==> config.mk <==
export PLATFORM = sky130hd
export DESIGN_NAME = pid_controller_clamped_core_flat
export DESIGN_NICKNAME = d
export VERILOG_FILES = /design/src/rtl/pcc_pkg.sv /design/src/rtl/pcc_if.sv /design/src/rtl/pcc_sequencer.sv /design/src/rtl/pcc_div.sv /design/src/rtl/pcc_datapath.sv /design/src/rtl/pid_controller_clamped_core.sv /design/src/flat_wrapper.sv
export VERILOG_INCLUDE_DIRS = /design/src /design/src/rtl
export SDC_FILE = /design/constraint.sdc
export NUM_CORES = 2
export LEC_CHECK = 0
export ABC_AREA = 1
export BUFFER_PORTS_ARGS = -buffer_cell sky130_fd_sc_hd__buf_4
export CAP_MARGIN = 20
export CORE_MARGIN = 3
export CORE_UTILIZATION = 46
export DETAILED_ROUTE_END_ITERATION = 16
export PLACE_DENSITY_LB_ADDON = 0.3
export SYNTH_ARGS = -nofsm -noshare
export SYNTH_HDL_FRONTEND = slang
export SYNTH_SLANG_ARGS = --single-unit
==> constraint.sdc <==
create_clock -name clk -period 26 [get_ports clk]
set_clock_uncertainty 0.15 [all_clocks]
set_input_delay 1.3 -clock clk [delete_from_list [all_inputs] [get_ports clk]]
set_output_delay 1.3 -clock clk [all_outputs]
set_load 0.02 [all_outputs]
==> src/rtl/pid_controller_clamped_core_defines.svh <==
// Assertion macros shared by the PID controller RTL.
// Included by files that carry concurrent assertions; needs nothing else.
`ifndef PID_CONTROLLER_CLAMPED_CORE_DEFINES_SVH
`define PID_CONTROLLER_CLAMPED_CORE_DEFINES_SVH

// Check cons in the same cycle as ante.
`define PCC_ASSERT_SAME(label, clk, rst_n, ante, cons) \
  label: assert property (@(posedge clk) disable iff (!rst_n) (ante) |-> (cons)) \
    else $error("pcc assertion failed");

// Check cons in the cycle after ante.
`define PCC_ASSERT_NEXT(label, clk, rst_n, ante, cons) \
  label: assert property (@(posedge clk) disable iff (!rst_n) (ante) |=> (cons)) \
    else $error("pcc assertion failed");

`endif

==> src/rtl/pcc_pkg.sv <==
// Shared types, constants and microcode table of the PID controller.
// No dependencies; compile first after the defines header.
`timescale 1ns / 1ps

package pcc_pkg;

  localparam int DATA_WIDTH_DEF = 32;
  localparam int FRAC_BITS_DEF  = 16;
  localparam int DT_FRAC        = 16;
  localparam int W32            = 32;
  localparam int MEAS_W         = 32;
  localparam int TS_W           = 16;
  localparam int DRIVE_W        = 32;
  localparam int ERR_W          = 33;
  localparam int DIFF_W         = 34;
  localparam int LIM_W          = 31;
  localparam int CFG_IDX_W      = 3;
  localparam int CFG_DATA_W     = 32;
  localparam int DIV_STEPS      = 32;
  localparam int STEP_W         = 4;

  localparam logic [CFG_IDX_W-1:0] REG_PROP_GAIN     = 3'd0;
  localparam logic [CFG_IDX_W-1:0] REG_INTEGRAL_GAIN = 3'd1;
  localparam logic [CFG_IDX_W-1:0] REG_DERIV_GAIN    = 3'd2;
  localparam logic [CFG_IDX_W-1:0] REG_SETPOINT      = 3'd3;
  localparam logic [CFG_IDX_W-1:0] REG_OUTPUT_LIMIT  = 3'd4;
  localparam logic [CFG_IDX_W-1:0] REG_INTEGRAL_CAP  = 3'd5;

  localparam logic signed [W32-1:0] W32_MAX = {1'b0, {(W32-1){1'b1}}};
  localparam logic signed [W32-1:0] W32_MIN = {1'b1, {(W32-1){1'b0}}};
  localparam logic [LIM_W-1:0]      LIM_RESET = {LIM_W{1'b1}};

  typedef logic [STEP_W-1:0] step_t;

  localparam step_t S_IDLE   = 4'd0;
  localparam step_t S_ERR    = 4'd1;
  localparam step_t S_DIFF   = 4'd2;
  localparam step_t S_DSTART = 4'd3;
  localparam step_t S_INTEG  = 4'd4;
  localparam step_t S_PLOAD  = 4'd5;
  localparam step_t S_IPOST  = 4'd6;
  localparam step_t S_IADD   = 4'd7;
  localparam step_t S_DWAIT  = 4'd8;
  localparam step_t S_DMUL   = 4'd9;
  localparam step_t S_DPOST  = 4'd10;
  localparam step_t S_DADD   = 4'd11;
  localparam step_t S_FINAL  = 4'd12;
  localparam step_t S_RET    = 4'd13;

  typedef enum logic [2:0] {
    JC_NEXT,
    JC_WAIT_IN,
    JC_WAIT_DIV,
    JC_WAIT_OUT,
    JC_JUMP
  } jcond_t;

  typedef enum logic [2:0] {
    MUL_NONE,
    MUL_EDT,
    MUL_PTERM,
    MUL_ITERM,
    MUL_DTERM
  } mul_sel_t;

  typedef enum logic [1:0] {
    POST_NONE,
    POST_DT,
    POST_GAIN
  } post_sel_t;

  typedef enum logic [2:0] {
    DP_NONE,
    DP_ERR,
    DP_DIFF,
    DP_INTEG,
    DP_ACC_LOAD,
    DP_ACC_ADD,
    DP_FINAL
  } dp_op_t;

  typedef struct packed {
    jcond_t    jcond;
    step_t     target;
    mul_sel_t  mul_sel;
    post_sel_t post_sel;
    dp_op_t    dp_op;
    logic      div_start;
  } uop_t;

  typedef struct packed {
    uop_t uop;
    logic ready;
    logic accept;
    logic commit;
  } pcc_ctrl_t;

  typedef struct packed {
    logic in_valid;
    logic div_busy;
    logic out_blocked;
  } pcc_status_t;

  typedef struct packed {
    logic signed [W32-1:0] prop_gain;
    logic signed [W32-1:0] integral_gain;
    logic signed [W32-1:0] deriv_gain;
    logic signed [W32-1:0] setpoint;
    logic [LIM_W-1:0]      output_limit;
    logic [LIM_W-1:0]      integral_cap;
  } cfg_regs_t;

  localparam uop_t UOP_NOP = '{
    jcond:     JC_NEXT,
    target:    S_IDLE,
    mul_sel:   MUL_NONE,
    post_sel:  POST_NONE,
    dp_op:     DP_NONE,
    div_start: 1'b0
  };

  function automatic uop_t ucode(step_t s);
    uop_t w;
    w = UOP_NOP;
    unique case (s)
      S_IDLE: begin
        w.jcond  = JC_WAIT_IN;
        w.target = S_IDLE;
      end
      S_ERR:    w.dp_op = DP_ERR;
      S_DIFF: begin
        w.dp_op   = DP_DIFF;
        w.mul_sel = MUL_EDT;
      end
      S_DSTART: begin
        w.div_start = 1'b1;
        w.post_sel  = POST_DT;
        w.mul_sel   = MUL_PTERM;
      end
      S_INTEG: begin
        w.dp_op    = DP_INTEG;
        w.post_sel = POST_GAIN;
      end
      S_PLOAD: begin
        w.dp_op   = DP_ACC_LOAD;
        w.mul_sel = MUL_ITERM;
      end
      S_IPOST:  w.post_sel = POST_GAIN;
      S_IADD:   w.dp_op    = DP_ACC_ADD;
      S_DWAIT: begin
        w.jcond  = JC_WAIT_DIV;
        w.target = S_DWAIT;
      end
      S_DMUL:   w.mul_sel  = MUL_DTERM;
      S_DPOST:  w.post_sel = POST_GAIN;
      S_DADD:   w.dp_op    = DP_ACC_ADD;
      S_FINAL: begin
        w.dp_op  = DP_FINAL;
        w.jcond  = JC_WAIT_OUT;
        w.target = S_FINAL;
      end
      S_RET: begin
        w.jcond  = JC_JUMP;
        w.target = S_IDLE;
      end
      default: begin
        w.jcond  = JC_JUMP;
        w.target = S_IDLE;
      end
    endcase
    return w;
  endfunction

endpackage

==> src/rtl/pcc_if.sv <==
// Valid/ready channel interfaces of the PID controller: input, result, config.
// Depends on pcc_pkg for field widths.
`timescale 1ns / 1ps

interface pcc_in_if import pcc_pkg::*; ();
  logic                     valid;
  logic                     ready;
  logic signed [MEAS_W-1:0] measurement;
  logic [TS_W-1:0]          time_step;
  modport source (output valid, measurement, time_step, input ready);
  modport sink (input valid, measurement, time_step, output ready);
endinterface

interface pcc_out_if import pcc_pkg::*; ();
  logic                      valid;
  logic                      ready;
  logic signed [DRIVE_W-1:0] drive;
  modport source (output valid, drive, input ready);
  modport sink (input valid, drive, output ready);
endinterface

interface pcc_cfg_if import pcc_pkg::*; ();
  logic                  valid;
  logic                  ready;
  logic [CFG_IDX_W-1:0]  index;
  logic [CFG_DATA_W-1:0] data;
  modport source (output valid, index, data, input ready);
  modport sink (input valid, index, data, output ready);
endinterface

==> src/rtl/pcc_sequencer.sv <==
// Microcode sequencer: step counter over the control table in pcc_pkg.
// Depends on pcc_pkg.
`timescale 1ns / 1ps

module pcc_sequencer import pcc_pkg::*; (
  input  logic        clk,
  input  logic        rst_n,
  input  pcc_status_t status,
  output pcc_ctrl_t   ctrl
);

  step_t step_r;
  step_t step_nxt;
  uop_t  uop;
  logic  take;

  always_comb begin
    uop = ucode(step_r);
    unique case (uop.jcond)
      JC_NEXT:     take = 1'b0;
      JC_WAIT_IN:  take = !status.in_valid;
      JC_WAIT_DIV: take = status.div_busy;
      JC_WAIT_OUT: take = status.out_blocked;
      JC_JUMP:     take = 1'b1;
      default:     take = 1'b1;
    endcase
    step_nxt    = take ? uop.target : step_r + step_t'(1);
    ctrl.uop    = uop;
    ctrl.ready  = (uop.jcond == JC_WAIT_IN);
    ctrl.accept = (uop.jcond == JC_WAIT_IN) && status.in_valid;
    ctrl.commit = (uop.dp_op == DP_FINAL) && !status.out_blocked;
  end

  always_ff @(posedge clk) begin
    if (!rst_n) begin
      step_r <= S_IDLE;
    end else begin
      step_r <= step_nxt;
    end
  end

endmodule

==> src/rtl/pcc_div.sv <==
// Radix-2 restoring divider for the derivative: (diff * 2^16) / dt, saturated.
// Depends on pcc_pkg.
`timescale 1ns / 1ps

module pcc_div import pcc_pkg::*; (
  input  logic                     clk,
  input  logic                     rst_n,
  input  logic                     start,
  input  logic signed [DIFF_W-1:0] diff_i,
  input  logic [TS_W-1:0]          ts_i,
  output logic                     busy_o,
  output logic signed [W32-1:0]    der_o
);

  localparam int CNT_W = $clog2(DIV_STEPS);

  logic [DIFF_W-1:0] mag;
  logic              sat_start;
  logic [TS_W:0]     trial;
  logic [TS_W:0]     trial_sub;
  logic              qbit;

  logic             busy_r;
  logic [CNT_W-1:0] cnt_r;
  logic [TS_W-1:0]  rem_r;
  logic [W32-1:0]   num_r;
  logic [TS_W-1:0]  dvsr_r;
  logic             sat_r;
  logic             neg_r;
  logic             zero_r;

  always_comb begin
    mag       = diff_i[DIFF_W-1] ? DIFF_W'(-diff_i) : DIFF_W'(diff_i);
    sat_start = (diff_i != '0) &&
                (mag >= {{(DIFF_W-TS_W-DT_FRAC){1'b0}}, ts_i, {DT_FRAC{1'b0}}});
    trial     = {rem_r, num_r[W32-1]};
    trial_sub = trial - {1'b0, dvsr_r};
    qbit      = (trial >= {1'b0, dvsr_r});
  end

  always_ff @(posedge clk) begin
    if (!rst_n) begin
      busy_r <= 1'b0;
      cnt_r  <= '0;
    end else if (start) begin
      busy_r <= 1'b1;
      cnt_r  <= CNT_W'(DIV_STEPS - 1);
    end else if (busy_r) begin
      busy_r <= (cnt_r != '0);
      cnt_r  <= cnt_r - CNT_W'(1);
    end
  end

  always_ff @(posedge clk) begin
    if (start) begin
      rem_r  <= mag[DT_FRAC +: TS_W];
      num_r  <= {mag[DT_FRAC-1:0], {(W32-DT_FRAC){1'b0}}};
      dvsr_r <= ts_i;
      sat_r  <= sat_start;
      neg_r  <= diff_i[DIFF_W-1];
      zero_r <= (diff_i == '0);
    end else if (busy_r) begin
      rem_r <= qbit ? trial_sub[TS_W-1:0] : trial[TS_W-1:0];
      num_r <= {num_r[W32-2:0], qbit};
    end
  end

  always_comb begin
    if (zero_r) begin
      der_o = '0;
    end else if (sat_r) begin
      der_o = neg_r ? W32_MIN : W32_MAX;
    end else if (neg_r) begin
      der_o = (num_r[W32-1] && (num_r[W32-2:0] != '0)) ? W32_MIN : $signed(~num_r + 1'b1);
    end else begin
      der_o = num_r[W32-1] ? W32_MAX : $signed(num_r);
    end
  end

  assign busy_o = busy_r;

endmodule

==> src/rtl/pcc_datapath.sv <==
// Datapath: error, shared multiplier with scaling/saturation stage,
// integral and drive accumulators. Depends on pcc_pkg.
`timescale 1ns / 1ps

module pcc_datapath import pcc_pkg::*; #(
  parameter int DATA_WIDTH = DATA_WIDTH_DEF,
  parameter int FRAC_BITS  = FRAC_BITS_DEF
) (
  input  logic                      clk,
  input  logic                      rst_n,
  input  pcc_ctrl_t                 ctrl,
  input  cfg_regs_t                 cfg,
  input  logic signed [MEAS_W-1:0]  meas_i,
  input  logic [TS_W-1:0]           ts_i,
  input  logic signed [W32-1:0]     der_i,
  output logic signed [DIFF_W-1:0]  diff_o,
  output logic [TS_W-1:0]           ts_o,
  output logic signed [DRIVE_W-1:0] drive_o
);

  localparam int OP_W   = W32 + 1;
  localparam int PROD_W = 2 * OP_W;
  localparam int SC_W   = (DATA_WIDTH > W32) ? DATA_WIDTH : W32;
  localparam int ACC_W  = (DATA_WIDTH + 2 > W32 + 1) ? DATA_WIDTH + 2 : W32 + 1;
  localparam int SH_MAX = (FRAC_BITS > DT_FRAC) ? FRAC_BITS : DT_FRAC;
  localparam int SH_W   = $clog2(SH_MAX + 1);

  localparam logic signed [PROD_W-1:0] D_MAX_P =
    {{(PROD_W-DATA_WIDTH+1){1'b0}}, {(DATA_WIDTH-1){1'b1}}};
  localparam logic signed [PROD_W-1:0] D_MIN_P = ~D_MAX_P;
  localparam logic signed [PROD_W-1:0] W_MAX_P =
    {{(PROD_W-W32+1){1'b0}}, {(W32-1){1'b1}}};
  localparam logic signed [PROD_W-1:0] W_MIN_P = ~W_MAX_P;
  localparam logic signed [ACC_W-1:0] D_MAX_A =
    {{(ACC_W-DATA_WIDTH+1){1'b0}}, {(DATA_WIDTH-1){1'b1}}};
  localparam logic signed [ACC_W-1:0] D_MIN_A = ~D_MAX_A;

  logic signed [MEAS_W-1:0] meas_r;
  logic [TS_W-1:0]          ts_r;
  logic signed [ERR_W-1:0]  err_r;
  logic signed [ERR_W-1:0]  last_err_r;
  logic signed [DIFF_W-1:0] diff_r;
  logic signed [PROD_W-1:0] prod_r;
  logic signed [SC_W-1:0]   scaled_r;
  logic signed [W32-1:0]    int_r;
  logic signed [ACC_W-1:0]  acc_r;

  logic signed [W32-1:0]    err_sat;
  logic signed [OP_W-1:0]   op_a;
  logic signed [OP_W-1:0]   op_b;
  logic [SH_W-1:0]          sh;
  logic signed [PROD_W-1:0] bias;
  logic signed [PROD_W-1:0] prod_adj;
  logic signed [PROD_W-1:0] shifted;
  logic signed [PROD_W-1:0] post_hi;
  logic signed [PROD_W-1:0] post_lo;
  logic signed [PROD_W-1:0] post_val;
  logic signed [W32:0]      int_sum;
  logic signed [W32:0]      cap_p;
  logic signed [W32:0]      int_val;
  logic signed [ACC_W-1:0]  scaled_ext;
  logic signed [ACC_W-1:0]  lim_p;
  logic signed [ACC_W-1:0]  drive_d;
  logic signed [ACC_W-1:0]  drive_l;

  always_comb begin
    if (err_r[ERR_W-1] != err_r[ERR_W-2]) begin
      err_sat = err_r[ERR_W-1] ? W32_MIN : W32_MAX;
    end else begin
      err_sat = err_r[W32-1:0];
    end

    unique case (ctrl.uop.mul_sel)
      MUL_EDT: begin
        op_a = err_r;
        op_b = $signed({{(OP_W-TS_W){1'b0}}, ts_r});
      end
      MUL_PTERM: begin
        op_a = {err_sat[W32-1], err_sat};
        op_b = {cfg.prop_gain[W32-1], cfg.prop_gain};
      end
      MUL_ITERM: begin
        op_a = {int_r[W32-1], int_r};
        op_b = {cfg.integral_gain[W32-1], cfg.integral_gain};
      end
      MUL_DTERM: begin
        op_a = {der_i[W32-1], der_i};
        op_b = {cfg.deriv_gain[W32-1], cfg.deriv_gain};
      end
      default: begin
        op_a = '0;
        op_b = '0;
      end
    endcase

    // Truncate toward zero: bias negative products before the arithmetic shift.
    if (ctrl.uop.post_sel == POST_DT) begin
      sh      = SH_W'(DT_FRAC);
      post_hi = W_MAX_P;
      post_lo = W_MIN_P;
    end else begin
      sh      = SH_W'(FRAC_BITS);
      post_hi = D_MAX_P;
      post_lo = D_MIN_P;
    end
    bias     = $signed(~({PROD_W{1'b1}} << sh));
    prod_adj = prod_r + (prod_r[PROD_W-1] ? bias : PROD_W'(0));
    shifted  = prod_adj >>> sh;
    if (shifted > post_hi) begin
      post_val = post_hi;
    end else if (shifted < post_lo) begin
      post_val = post_lo;
    end else begin
      post_val = shifted;
    end

    int_sum = {int_r[W32-1], int_r} + {scaled_r[W32-1], scaled_r[W32-1:0]};
    cap_p   = $signed({2'b00, cfg.integral_cap});
    if (int_sum > cap_p) begin
      int_val = cap_p;
    end else if (int_sum < -cap_p) begin
      int_val = -cap_p;
    end else begin
      int_val = int_sum;
    end

    scaled_ext = {{(ACC_W-SC_W){scaled_r[SC_W-1]}}, scaled_r};

    lim_p = $signed({{(ACC_W-LIM_W){1'b0}}, cfg.output_limit});
    if (acc_r > D_MAX_A) begin
      drive_d = D_MAX_A;
    end else if (acc_r < D_MIN_A) begin
      drive_d = D_MIN_A;
    end else begin
      drive_d = acc_r;
    end
    if (drive_d > lim_p) begin
      drive_l = lim_p;
    end else if (drive_d < -lim_p) begin
      drive_l = -lim_p;
    end else begin
      drive_l = drive_d;
    end
  end

  always_ff @(posedge clk) begin
    if (!rst_n) begin
      int_r      <= '0;
      last_err_r <= '0;
    end else begin
      if (ctrl.uop.dp_op == DP_INTEG) begin
        int_r <= int_val[W32-1:0];
      end
      if (ctrl.commit) begin
        last_err_r <= err_r;
      end
    end
  end

  always_ff @(posedge clk) begin
    if (ctrl.accept) begin
      meas_r <= meas_i;
      ts_r   <= ts_i;
    end
    if (ctrl.uop.mul_sel != MUL_NONE) begin
      prod_r <= PROD_W'(op_a) * PROD_W'(op_b);
    end
    if (ctrl.uop.post_sel != POST_NONE) begin
      scaled_r <= post_val[SC_W-1:0];
    end
    unique case (ctrl.uop.dp_op)
      DP_ERR:      err_r  <= {cfg.setpoint[W32-1], cfg.setpoint} - {meas_r[MEAS_W-1], meas_r};
      DP_DIFF:     diff_r <= {err_r[ERR_W-1], err_r} - {last_err_r[ERR_W-1], last_err_r};
      DP_ACC_LOAD: acc_r  <= scaled_ext;
      DP_ACC_ADD:  acc_r  <= acc_r + scaled_ext;
      default: ;
    endcase
  end

  assign diff_o  = diff_r;
  assign ts_o    = ts_r;
  assign drive_o = drive_l[DRIVE_W-1:0];

endmodule

==> src/rtl/pid_controller_clamped_core.sv <==
// PID controller with integral clamp and output limit, signed Q16.16.
// Channels: in_ch carries measurement and time_step, out_ch carries drive,
// cfg_ch writes the six registers by index (prop_gain, integral_gain,
// deriv_gain, setpoint, output_limit, integral_cap); cfg_ch is always ready.
// All transfers happen where valid and ready are both high.
// One sample at a time: in_ch is ready only while the sequencer sits in idle.
// Each sample passes through the 32-step radix-2 divider that forms the
// derivative and the shared multiplier pipeline that serves the four products.
// A result waits in the output register while out_ch is stalled; the next
// sample is accepted and runs meanwhile, and its last step holds until the
// pending result has been transferred.
// Reset (synchronous, rst_n low) clears the integral and the stored error,
// sets gains and setpoint to zero and both limits to their maximum, and drops
// any pending result. Depends on pcc_pkg, pcc_if and the defines header.
`timescale 1ns / 1ps
`include "pid_controller_clamped_core_defines.svh"

module pid_controller_clamped_core import pcc_pkg::*; #(
  parameter int DATA_WIDTH = DATA_WIDTH_DEF,
  parameter int FRAC_BITS  = FRAC_BITS_DEF
) (
  input logic       clk,
  input logic       rst_n,
  pcc_in_if.sink    in_ch,
  pcc_out_if.source out_ch,
  pcc_cfg_if.sink   cfg_ch
);

  cfg_regs_t                 cfg_r;
  logic                      out_valid_r;
  logic signed [DRIVE_W-1:0] drive_r;

  pcc_ctrl_t                 ctrl;
  pcc_status_t               status;
  logic signed [DIFF_W-1:0]  diff;
  logic [TS_W-1:0]           ts;
  logic signed [W32-1:0]     der;
  logic                      div_busy;
  logic signed [DRIVE_W-1:0] drive_val;

  always_ff @(posedge clk) begin
    if (!rst_n) begin
      cfg_r.prop_gain     <= '0;
      cfg_r.integral_gain <= '0;
      cfg_r.deriv_gain    <= '0;
      cfg_r.setpoint      <= '0;
      cfg_r.output_limit  <= LIM_RESET;
      cfg_r.integral_cap  <= LIM_RESET;
    end else if (cfg_ch.valid && cfg_ch.ready) begin
      unique case (cfg_ch.index)
        REG_PROP_GAIN:     cfg_r.prop_gain     <= $signed(cfg_ch.data[W32-1:0]);
        REG_INTEGRAL_GAIN: cfg_r.integral_gain <= $signed(cfg_ch.data[W32-1:0]);
        REG_DERIV_GAIN:    cfg_r.deriv_gain    <= $signed(cfg_ch.data[W32-1:0]);
        REG_SETPOINT:      cfg_r.setpoint      <= $signed(cfg_ch.data[W32-1:0]);
        REG_OUTPUT_LIMIT:  cfg_r.output_limit  <= cfg_ch.data[LIM_W-1:0];
        REG_INTEGRAL_CAP:  cfg_r.integral_cap  <= cfg_ch.data[LIM_W-1:0];
        default: ;
      endcase
    end
  end

  assign status.in_valid    = in_ch.valid;
  assign status.div_busy    = div_busy;
  assign status.out_blocked = out_valid_r && !out_ch.ready;

  pcc_sequencer u_seq (
    .clk    (clk),
    .rst_n  (rst_n),
    .status (status),
    .ctrl   (ctrl)
  );

  pcc_datapath #(
    .DATA_WIDTH (DATA_WIDTH),
    .FRAC_BITS  (FRAC_BITS)
  ) u_dp (
    .clk     (clk),
    .rst_n   (rst_n),
    .ctrl    (ctrl),
    .cfg     (cfg_r),
    .meas_i  (in_ch.measurement),
    .ts_i    (in_ch.time_step),
    .der_i   (der),
    .diff_o  (diff),
    .ts_o    (ts),
    .drive_o (drive_val)
  );

  pcc_div u_div (
    .clk    (clk),
    .rst_n  (rst_n),
    .start  (ctrl.uop.div_start),
    .diff_i (diff),
    .ts_i   (ts),
    .busy_o (div_busy),
    .der_o  (der)
  );

  always_ff @(posedge clk) begin
    if (!rst_n) begin
      out_valid_r <= 1'b0;
    end else if (ctrl.commit) begin
      out_valid_r <= 1'b1;
    end else if (out_ch.ready) begin
      out_valid_r <= 1'b0;
    end
  end

  always_ff @(posedge clk) begin
    if (ctrl.commit) begin
      drive_r <= drive_val;
    end
  end

  assign in_ch.ready  = ctrl.ready;
  assign cfg_ch.ready = 1'b1;
  assign out_ch.valid = out_valid_r;
  assign out_ch.drive = drive_r;

  `PCC_ASSERT_NEXT(a_accept_leaves_idle, clk, rst_n, in_ch.valid && in_ch.ready, !in_ch.ready)
  `PCC_ASSERT_NEXT(a_div_starts, clk, rst_n, ctrl.uop.div_start, div_busy)
  `PCC_ASSERT_SAME(a_commit_after_div, clk, rst_n, ctrl.commit, !div_busy)
  `PCC_ASSERT_SAME(a_commit_not_blocked, clk, rst_n, ctrl.commit, !out_valid_r || out_ch.ready)

endmodule

==> src/flat_wrapper.sv <==
// flat-port wrapper written by rule: the top's interface ports become plain ports
module pid_controller_clamped_core_flat import pcc_pkg::*;
#(
  parameter int DATA_WIDTH = DATA_WIDTH_DEF,
  parameter int FRAC_BITS  = FRAC_BITS_DEF
)
  (clk, rst_n, in_ch_valid, in_ch_measurement, in_ch_time_step, in_ch_ready, out_ch_valid, out_ch_drive, out_ch_ready, cfg_ch_valid, cfg_ch_index, cfg_ch_data, cfg_ch_ready);
  pcc_in_if in_ch_i ();
  pcc_out_if out_ch_i ();
  pcc_cfg_if cfg_ch_i ();
  input logic clk;
  input logic rst_n;
  input wire logic [$bits(in_ch_i.valid)-1:0] in_ch_valid;
  input wire logic [$bits(in_ch_i.measurement)-1:0] in_ch_measurement;
  input wire logic [$bits(in_ch_i.time_step)-1:0] in_ch_time_step;
  output wire logic [$bits(in_ch_i.ready)-1:0] in_ch_ready;
  output wire logic [$bits(out_ch_i.valid)-1:0] out_ch_valid;
  output wire logic [$bits(out_ch_i.drive)-1:0] out_ch_drive;
  input wire logic [$bits(out_ch_i.ready)-1:0] out_ch_ready;
  input wire logic [$bits(cfg_ch_i.valid)-1:0] cfg_ch_valid;
  input wire logic [$bits(cfg_ch_i.index)-1:0] cfg_ch_index;
  input wire logic [$bits(cfg_ch_i.data)-1:0] cfg_ch_data;
  output wire logic [$bits(cfg_ch_i.ready)-1:0] cfg_ch_ready;
  assign in_ch_i.valid = in_ch_valid;
  assign in_ch_i.measurement = in_ch_measurement;
  assign in_ch_i.time_step = in_ch_time_step;
  assign in_ch_ready = in_ch_i.ready;
  assign out_ch_valid = out_ch_i.valid;
  assign out_ch_drive = out_ch_i.drive;
  assign out_ch_i.ready = out_ch_ready;
  assign cfg_ch_i.valid = cfg_ch_valid;
  assign cfg_ch_i.index = cfg_ch_index;
  assign cfg_ch_i.data = cfg_ch_data;
  assign cfg_ch_ready = cfg_ch_i.ready;
  pid_controller_clamped_core #(.DATA_WIDTH(DATA_WIDTH), .FRAC_BITS(FRAC_BITS)) u_core (.clk(clk), .rst_n(rst_n), .in_ch(in_ch_i), .out_ch(out_ch_i), .cfg_ch(cfg_ch_i));
endmodule
### Word-level counts from Yosys, hierarchy flattened

Cells that the tools add are included.

| storage, ports and cells | value |
|---|---|
| memory bits (read-only) | 0 |
| memories kept | 0 |
| register bits after elaboration | 612 |
| memory bits (writable) | 0 |
| bits in latches | 0 |

| operators by class | value |
|---|---|
| shift operators | 0 |
| order comparisons | 10 |
| mux-type cells | 38 |
| reductions and logical operators | 29 |
| multipliers | 1 |
| div/mod/pow operators | 0 |
| bitwise logic cells | 1 |
| $add $sub $neg | 12 |
| eq/ne operators | 31 |

Operators by type and width:

| cell | number |
|---|---|
| 2-to-1 mux 32 bit | 13 |
| case mux 33 bit (4 select lines) | 2 |
| 2-to-1 mux 34 bit | 3 |
| case mux 34 bit (2 select lines) | 1 |
| adder 66 x 17 -> 66 bit | 1 |
| multiplier 33 x 33 -> 66 bit | 1 |
| 2-to-1 mux 16 bit | 4 |
| 2-to-1 mux 31 bit | 2 |
| > comparator 50 x 32 -> 1 bit, second input constant | 1 |
| < comparator 50 x 32 -> 1 bit, second input constant | 1 |
| adder 34 x 32 -> 34 bit | 1 |
| >= comparator 34 x 32 -> 1 bit | 1 |
| > comparator 34 x 32 -> 1 bit | 1 |
| > comparator 34 x 32 -> 1 bit, second input constant | 1 |
| zero test 34 bit | 1 |
| < comparator 34 x 32 -> 1 bit, second input constant | 1 |
| < comparator 34 bit | 1 |
| negation 31 -> 34 bit | 1 |
| negation 34 bit | 1 |
| nonzero test 34 bit | 1 |
| subtractor 33 x 33 -> 34 bit | 1 |
| adder 32 x 32 -> 33 bit | 1 |
| > comparator 33 x 32 -> 1 bit | 1 |
| < comparator 33 bit | 1 |
| other kinds (36) | 79 |

### Depth between registers and ports, before layout

| depth | value |
|---|---|
| depth in word-level cells | 8 |
| mapped depth | 45 |
| depth with buffers taken out | 43 |

### Cells and area by module

Synthesis repeated with hierarchy kept, for this count alone.

| second synthesis, totals | value |
|---|---|
| cell total of the unflattened synthesis | 10578 |
| area total of the unflattened synthesis | 82162.6 sq um |

Modules (own cells, without submodules):

| module | seq. area each (sq um) | cells an instance | times used | area each (sq um) |
|---|---|---|---|---|
| pcc_datapath | 8718.4 | 8392 | 1 | 66512.5 |
| pid_controller_clamped_core | 4784.6 | 1054 | 1 | 8202.9 |
| pcc_div | 1971.9 | 1053 | 1 | 6952.9 |
| pcc_sequencer | 80.1 | 79 | 1 | 494.2 |

### Least setup slack after synthesis

OpenSTA, ideal clock, no wires.

| timing path | value |
|---|---|
| path type | flip-flop to flip-flop |
| start point | reg u_core.u_div.num_r[5] |
| end point | reg u_core.u_dp.prod_r[59] (data pin) |
| path buffers | 2 |
| clock period less this slack | 9.046 ns |
| arrival | 8.630 ns |
| required time | 25.584 ns |
| cell stages (with the launch flop) | 37 |
| path slack | 16.954 ns |
| cells stage by stage | dfxtp_1 nor2_1 nand3_1 nor2_2 nand3_1 nor2_2 nand2_1 nor2_2 inv_2 nor2_1 nand2_1 nand4_1 nand3_1 nand3_2 buf_6 buf_6 nand2_1 fa_1 inv_1 fa_1 fa_1 inv_1 fa_1 inv_1 fa_1 fa_1 fa_1 inv_1 fa_1 inv_1 ha_1 a21oi_1 o21a_1 o21ai_0 a221oi_1 o221ai_1 xor2_1 |

| on the way | value |
|---|---|
| longest elaborated chain between the ends | 8 |
| elaborated cells on any way between the ends | 11 |
| those cells by class | add/sub: 1; mul: 1; mux: 6; bitwise: 1; reduce/logical: 2 |

RTL lines:

| element | RTL line | source |
|---|---|---|
| start, declared | pcc_div.sv:26 | `logic [W32-1:0] num_r;` |
| start signal, assigned | pcc_div.sv:57 | `num_r <= {mag[DT_FRAC-1:0], {(W32-DT_FRAC){1'b0}}};` |
| start signal, assigned | pcc_div.sv:64 | `num_r <= {num_r[W32-2:0], qbit};` |
| NOT 32 bit or nonzero test 31 bit (tied branches) | pcc_div.sv:74 | `der_o = (num_r[W32-1] && (num_r[W32-2:0] != '0)) ? W32_MIN : $signed(~num_r + 1'b1);` |
| adder 32 x 1 -> 32 bit or logical AND 1 bit (tied branches) | pcc_div.sv:74 |  |
| 2-to-1 mux 32 bit | pcc_div.sv:74 |  |
| 2-to-1 mux 32 bit * | pcc_div.sv:73 | `end else if (neg_r) begin` |
| 2-to-1 mux 32 bit * | pcc_div.sv:71 | `end else if (sat_r) begin` |
| 2-to-1 mux 32 bit * | pcc_div.sv:69 | `if (zero_r) begin` |
| case mux 33 bit (4 select lines) * | pcc_datapath.sv:73 | `unique case (ctrl.uop.mul_sel)` |
| multiplier 33 x 33 -> 66 bit * | pcc_datapath.sv:166 | `prod_r <= PROD_W'(op_a) * PROD_W'(op_b);` |
| end signal, assigned | pcc_datapath.sv:166 |  |
| end, declared | pcc_datapath.sv:43 | `logic signed [PROD_W-1:0] prod_r;` |

Mark *: on every way between the ends. The rest lies on a longest branch, timed or not.
A chain may end at the register's enable or synchronous reset.

### Final worst setup path

| timing path | value |
|---|---|
| start point | reg u_core.u_seq.step_r[1] |
| end point | reg u_core.u_dp.prod_r[59] (data pin) |

| on the way | value |
|---|---|
| longest elaborated chain between the ends | 5 |
| elaborated cells on any way between the ends | 12 |
| those cells by class | mul: 1; eq/ne: 8; mux: 3 |

RTL lines:

| element | RTL line | source |
|---|---|---|
| start, declared | pcc_sequencer.sv:12 | `step_t step_r;` |
| start signal, assigned | pcc_sequencer.sv:38 | `step_r <= step_nxt;` |
| equality test 4 bit, or another cell as far along | pcc_pkg.sv:125 | `unique case (s)` |
| case mux 3 bit (4 select lines) * | pcc_pkg.sv:125 |  |
| equality test 3 bit, or another cell as far along | pcc_datapath.sv:73 |  |
| case mux 33 bit (4 select lines) | pcc_datapath.sv:73 |  |
| multiplier 33 x 33 -> 66 bit * | pcc_datapath.sv:166 |  |

Marks and branches as above.

==> metrics.md <==
| Metric | Value |
|---|---|
| Vias after detailed routing | `69,700` |
| Max incr delay on CP | `0.75 ns` |
| Cells after synthesis | `10,100` |
| Sequential fraction of the synthesis area | `19.4%` |
| Port bufs | `121` |
| Pre-CTS WS | `14.09 ns` |
| Register area | `15,600 µm²` |
| Global-route wire length before repair | `440 mm` |
| Pwr dens | `63.6 nW/µm²` |
| WL per Instance | `23.7 µm` |
| Leakage power | `41.8 nW` |
| H-tree depth | `3` |
| Core area | `172,000 µm²` |
| Final worst slack | `13.95 ns` |
| Final hold slack | `0.298 ns` |
| CTS Buffer Depth | `3` |
| Area grow syn2layout | `6.77%` |
| Antenna viol nets, final | `0` |
| Post-CTS resize count | `0` |
| I/O Pins | `123` |
| Design Area, Final | `85,600 µm²` |
| Clock sink total | `612` |
| Maxcap violations | `0` |
| Seq cells post-synth | `612` |
| Avg Cell Area, Syn | `7.95 µm²` |
| CP Max Fanout | `60` |
| Placed Area | `83,200 µm²` |
| CP Launch Type | `register` |
| Area contributors post-synth | `fa_1 29%, edfxtp_1 12%, inv_1 9.6%, nand2_1 8.6%, ha_1 8.3%` |
| Grt ovf | `0` |
| Placer congestion estimate | `1.00` |
| Placed instance count | `12,300` |
| Setup CP Type | `register to register` |
| Final WL | `294 mm` |
| Final Hold Viols | `0` |
| Crit path time final | `12.05 ns` |
| Setup crit end kind | `register` |
| Fin. max-slew vios | `0` |
| Fmax | `83.0 MHz` |
| Synth warnings | `0` |
| Worst hold path class | `register to register` |
| Antenna violations before repair | `13` |
| Final std cells w/o fill | `12,400` |
| Post-synth ARST share | `0%` |
| Total track usage | `32.7%` |
| Reg clk slew, reported paths | `0.06 ns` |
| Power, Total | `5.44 mW` |
| Reg2reg path depth | `34` |
| # fillers | `16,800` |
| Fin crit share | `46.3%` |
| Synth area leader | `fa_1` |
| Post-CTS setup buffers | `0` |
| Slew @ Worst Pin | `1.16 ns` |
| R2r setup slk | `13.95 ns` |
| Syn Std Cell Area | `80,200 µm²` |
| Remaining DRCs | `0` |
| Die Y | `424 µm` |
| Top cell type's share of synthesized area | `28.7%` |
| Distinct cells, synth | `65` |
| Starting density of the core | `46.5%` |
| Crit path to | `u_core.u_dp.prod_r[59]` |
| Worst flop-to-flop path startpoint | `u_core.u_seq.step_r[1]` |
| DR vias/cell | `5.62` |
| Ys flop type | `edfxtp_1` |
| RR Endpoint | `u_core.u_dp.prod_r[59]` |
| Clock root buffer | `clkbuf_16` |
| Worst slew margin | `22.4%` |
| Die width | `424 µm` |
| Post-layout util | `49.6%` |
| Nets | `11,800` |
| 1st-pass router iterations | `6` |
| Critical path arrival | `12.34 ns` |
| EDFF count, synth | `330` |
| Mapped Nets | `11,900` |
| TritonCTS clock tree | `yes` |
| Status | `complete, no violations` |
| FP Rows | `152` |
| Multi-input gate area | `55,100 µm²` |
| Cell occurring most often along the worst timing path | `fa_1` |
| Post-DP HPWL | `236 mm` |
| Final setup TNS | `0 ns` |
| Number of global-route vias before repair | `70,700` |
| Hold Crit Start | `u_core.cfg_r[148]` |
| Critical path startpoint | `u_core.u_seq.step_r[1]` |
| Largest net degree at the start of global routing | `106` |
| Proportion of layout cells with a drive suffix above 1 | `5.09%` |
| Clock latency on the worst-skew pair | `0.71 ns` |
| Drt initial violations | `6,570` |
| Crit-path slowest cell | `fa_1` |
| CP required | `26.28 ns` |
| Die area | `179,000 µm²` |
| Num CTS Buffers | `71` |
| Hold Buf Count CTS | `0` |
| Final setup violation count | `0` |
| Peak supply drop | `0.0622 mV` |
| Unrepaired setup endpoints after global routing | `no` |
==> synthesized netlist by cell type, types with 78 or more instances <==
cell,instances
inv_1,2059
xnor2_1,90
xor2_1,187
nor3_1,78
o21ai_0,560
nor2_1,1100
dfxtp_1,282
ha_1,535
edfxtp_1,330
buf_2,116
clkbuf_1,170
nand2_1,1845
fa_1,1150
a21oi_1,587
nand3_1,273
o211ai_1,85
==> worst min-delay path by stage <==
stage                              endpoint  slack (ns)  cells after the start
after floorplan           u_core.cfg_r[142]        0.27                      2
after global placement    u_core.cfg_r[150]        0.28                      2
after detailed placement  u_core.cfg_r[148]        0.29                      2
after CTS                 u_core.cfg_r[148]        0.30                      2
after global routing      u_core.cfg_r[148]        0.32                      2
final                     u_core.cfg_r[148]        0.30                      2
==> registers in the layout, indices dropped and copies added, names as in the netlist, 33 cells and up <==
signal	flops
u_core.u_dp.prod_r	66
u_core.cfg_r	190
u_core.u_dp.acc_r	34
u_core.u_dp.diff_o	34
u_core.u_dp.last_err_r	33
u_core.u_dp.err_r	33
==> layout by cell type (no fill, tap or decap), drive strengths merged, types with 90 or more instances in the layout <==
master and n:
inv 2123, nand2 1870, dfxtp 282, nand3 276, fa 1150, xor2 188, edfxtp 330, ha 535
nor2 1135, buf 216, a21oi 592, o21ai 595, xnor2 90
==> critical path: cells and delay by family, from the launching register on <==
kind	cells	cell delay, ns
buf+inv	12	3.27
simple gates	5	1.01
fa+ha+maj	10	5.07
xor+xnor	1	0.20
compound gates	6	1.59
flops	1	0.40
==> where the power goes <==
part	total (mW)	internal (mW)	switching (mW)
clock	1.06	0.592	0.464
sequential	1.55	1.28	0.265
combinational	2.84	0.805	2.03
total	5.44	2.68	2.76
==> area by class of cell <==
cell class	count	area share, %
diodes	13	0.0380
clock buffers	88	2.24
clock inverters	42	0.538
inverters	2125	9.32
multi-input cells	7006	64.4
flip-flops and latches	612	18.2
well taps	2310	3.38
repair buffers	216	1.92
==> metal layers <==
layer / wire length (µm) / GRT usage [%] / vias to the layer above / share of wire, %
met5: 34 / 0 / - / 0.012
met3: 25800 / 5.99 / 861 / 8.8
met1: 112000 / 40.7 / 34100 / 38
li1: - / - / 31300 / -
met2: 134000 / 52.4 / 3484 / 46
met4: 22000 / 20.9 / 6 / 7.5
==> logic make-up (layout without fill, tap and decap cells) <==
| kind of cell | count (synthesis) | count (layout) | synth area share [%] |
|---|---|---|---|
| buf+inv | 2464 | 2471 | 12.0 |
| xor+xnor | 278 | 278 | 3.05 |
| fa+ha+maj | 1685 | 1685 | 37.1 |
| simple gates | 3522 | 3522 | 17.9 |
| compound gates | 1520 | 1520 | 10.6 |
| flops | 612 | 612 | 19.4 |
| other cells | 1 | 14 | 0.00468 |
Power figures use the tool's default switching activity.
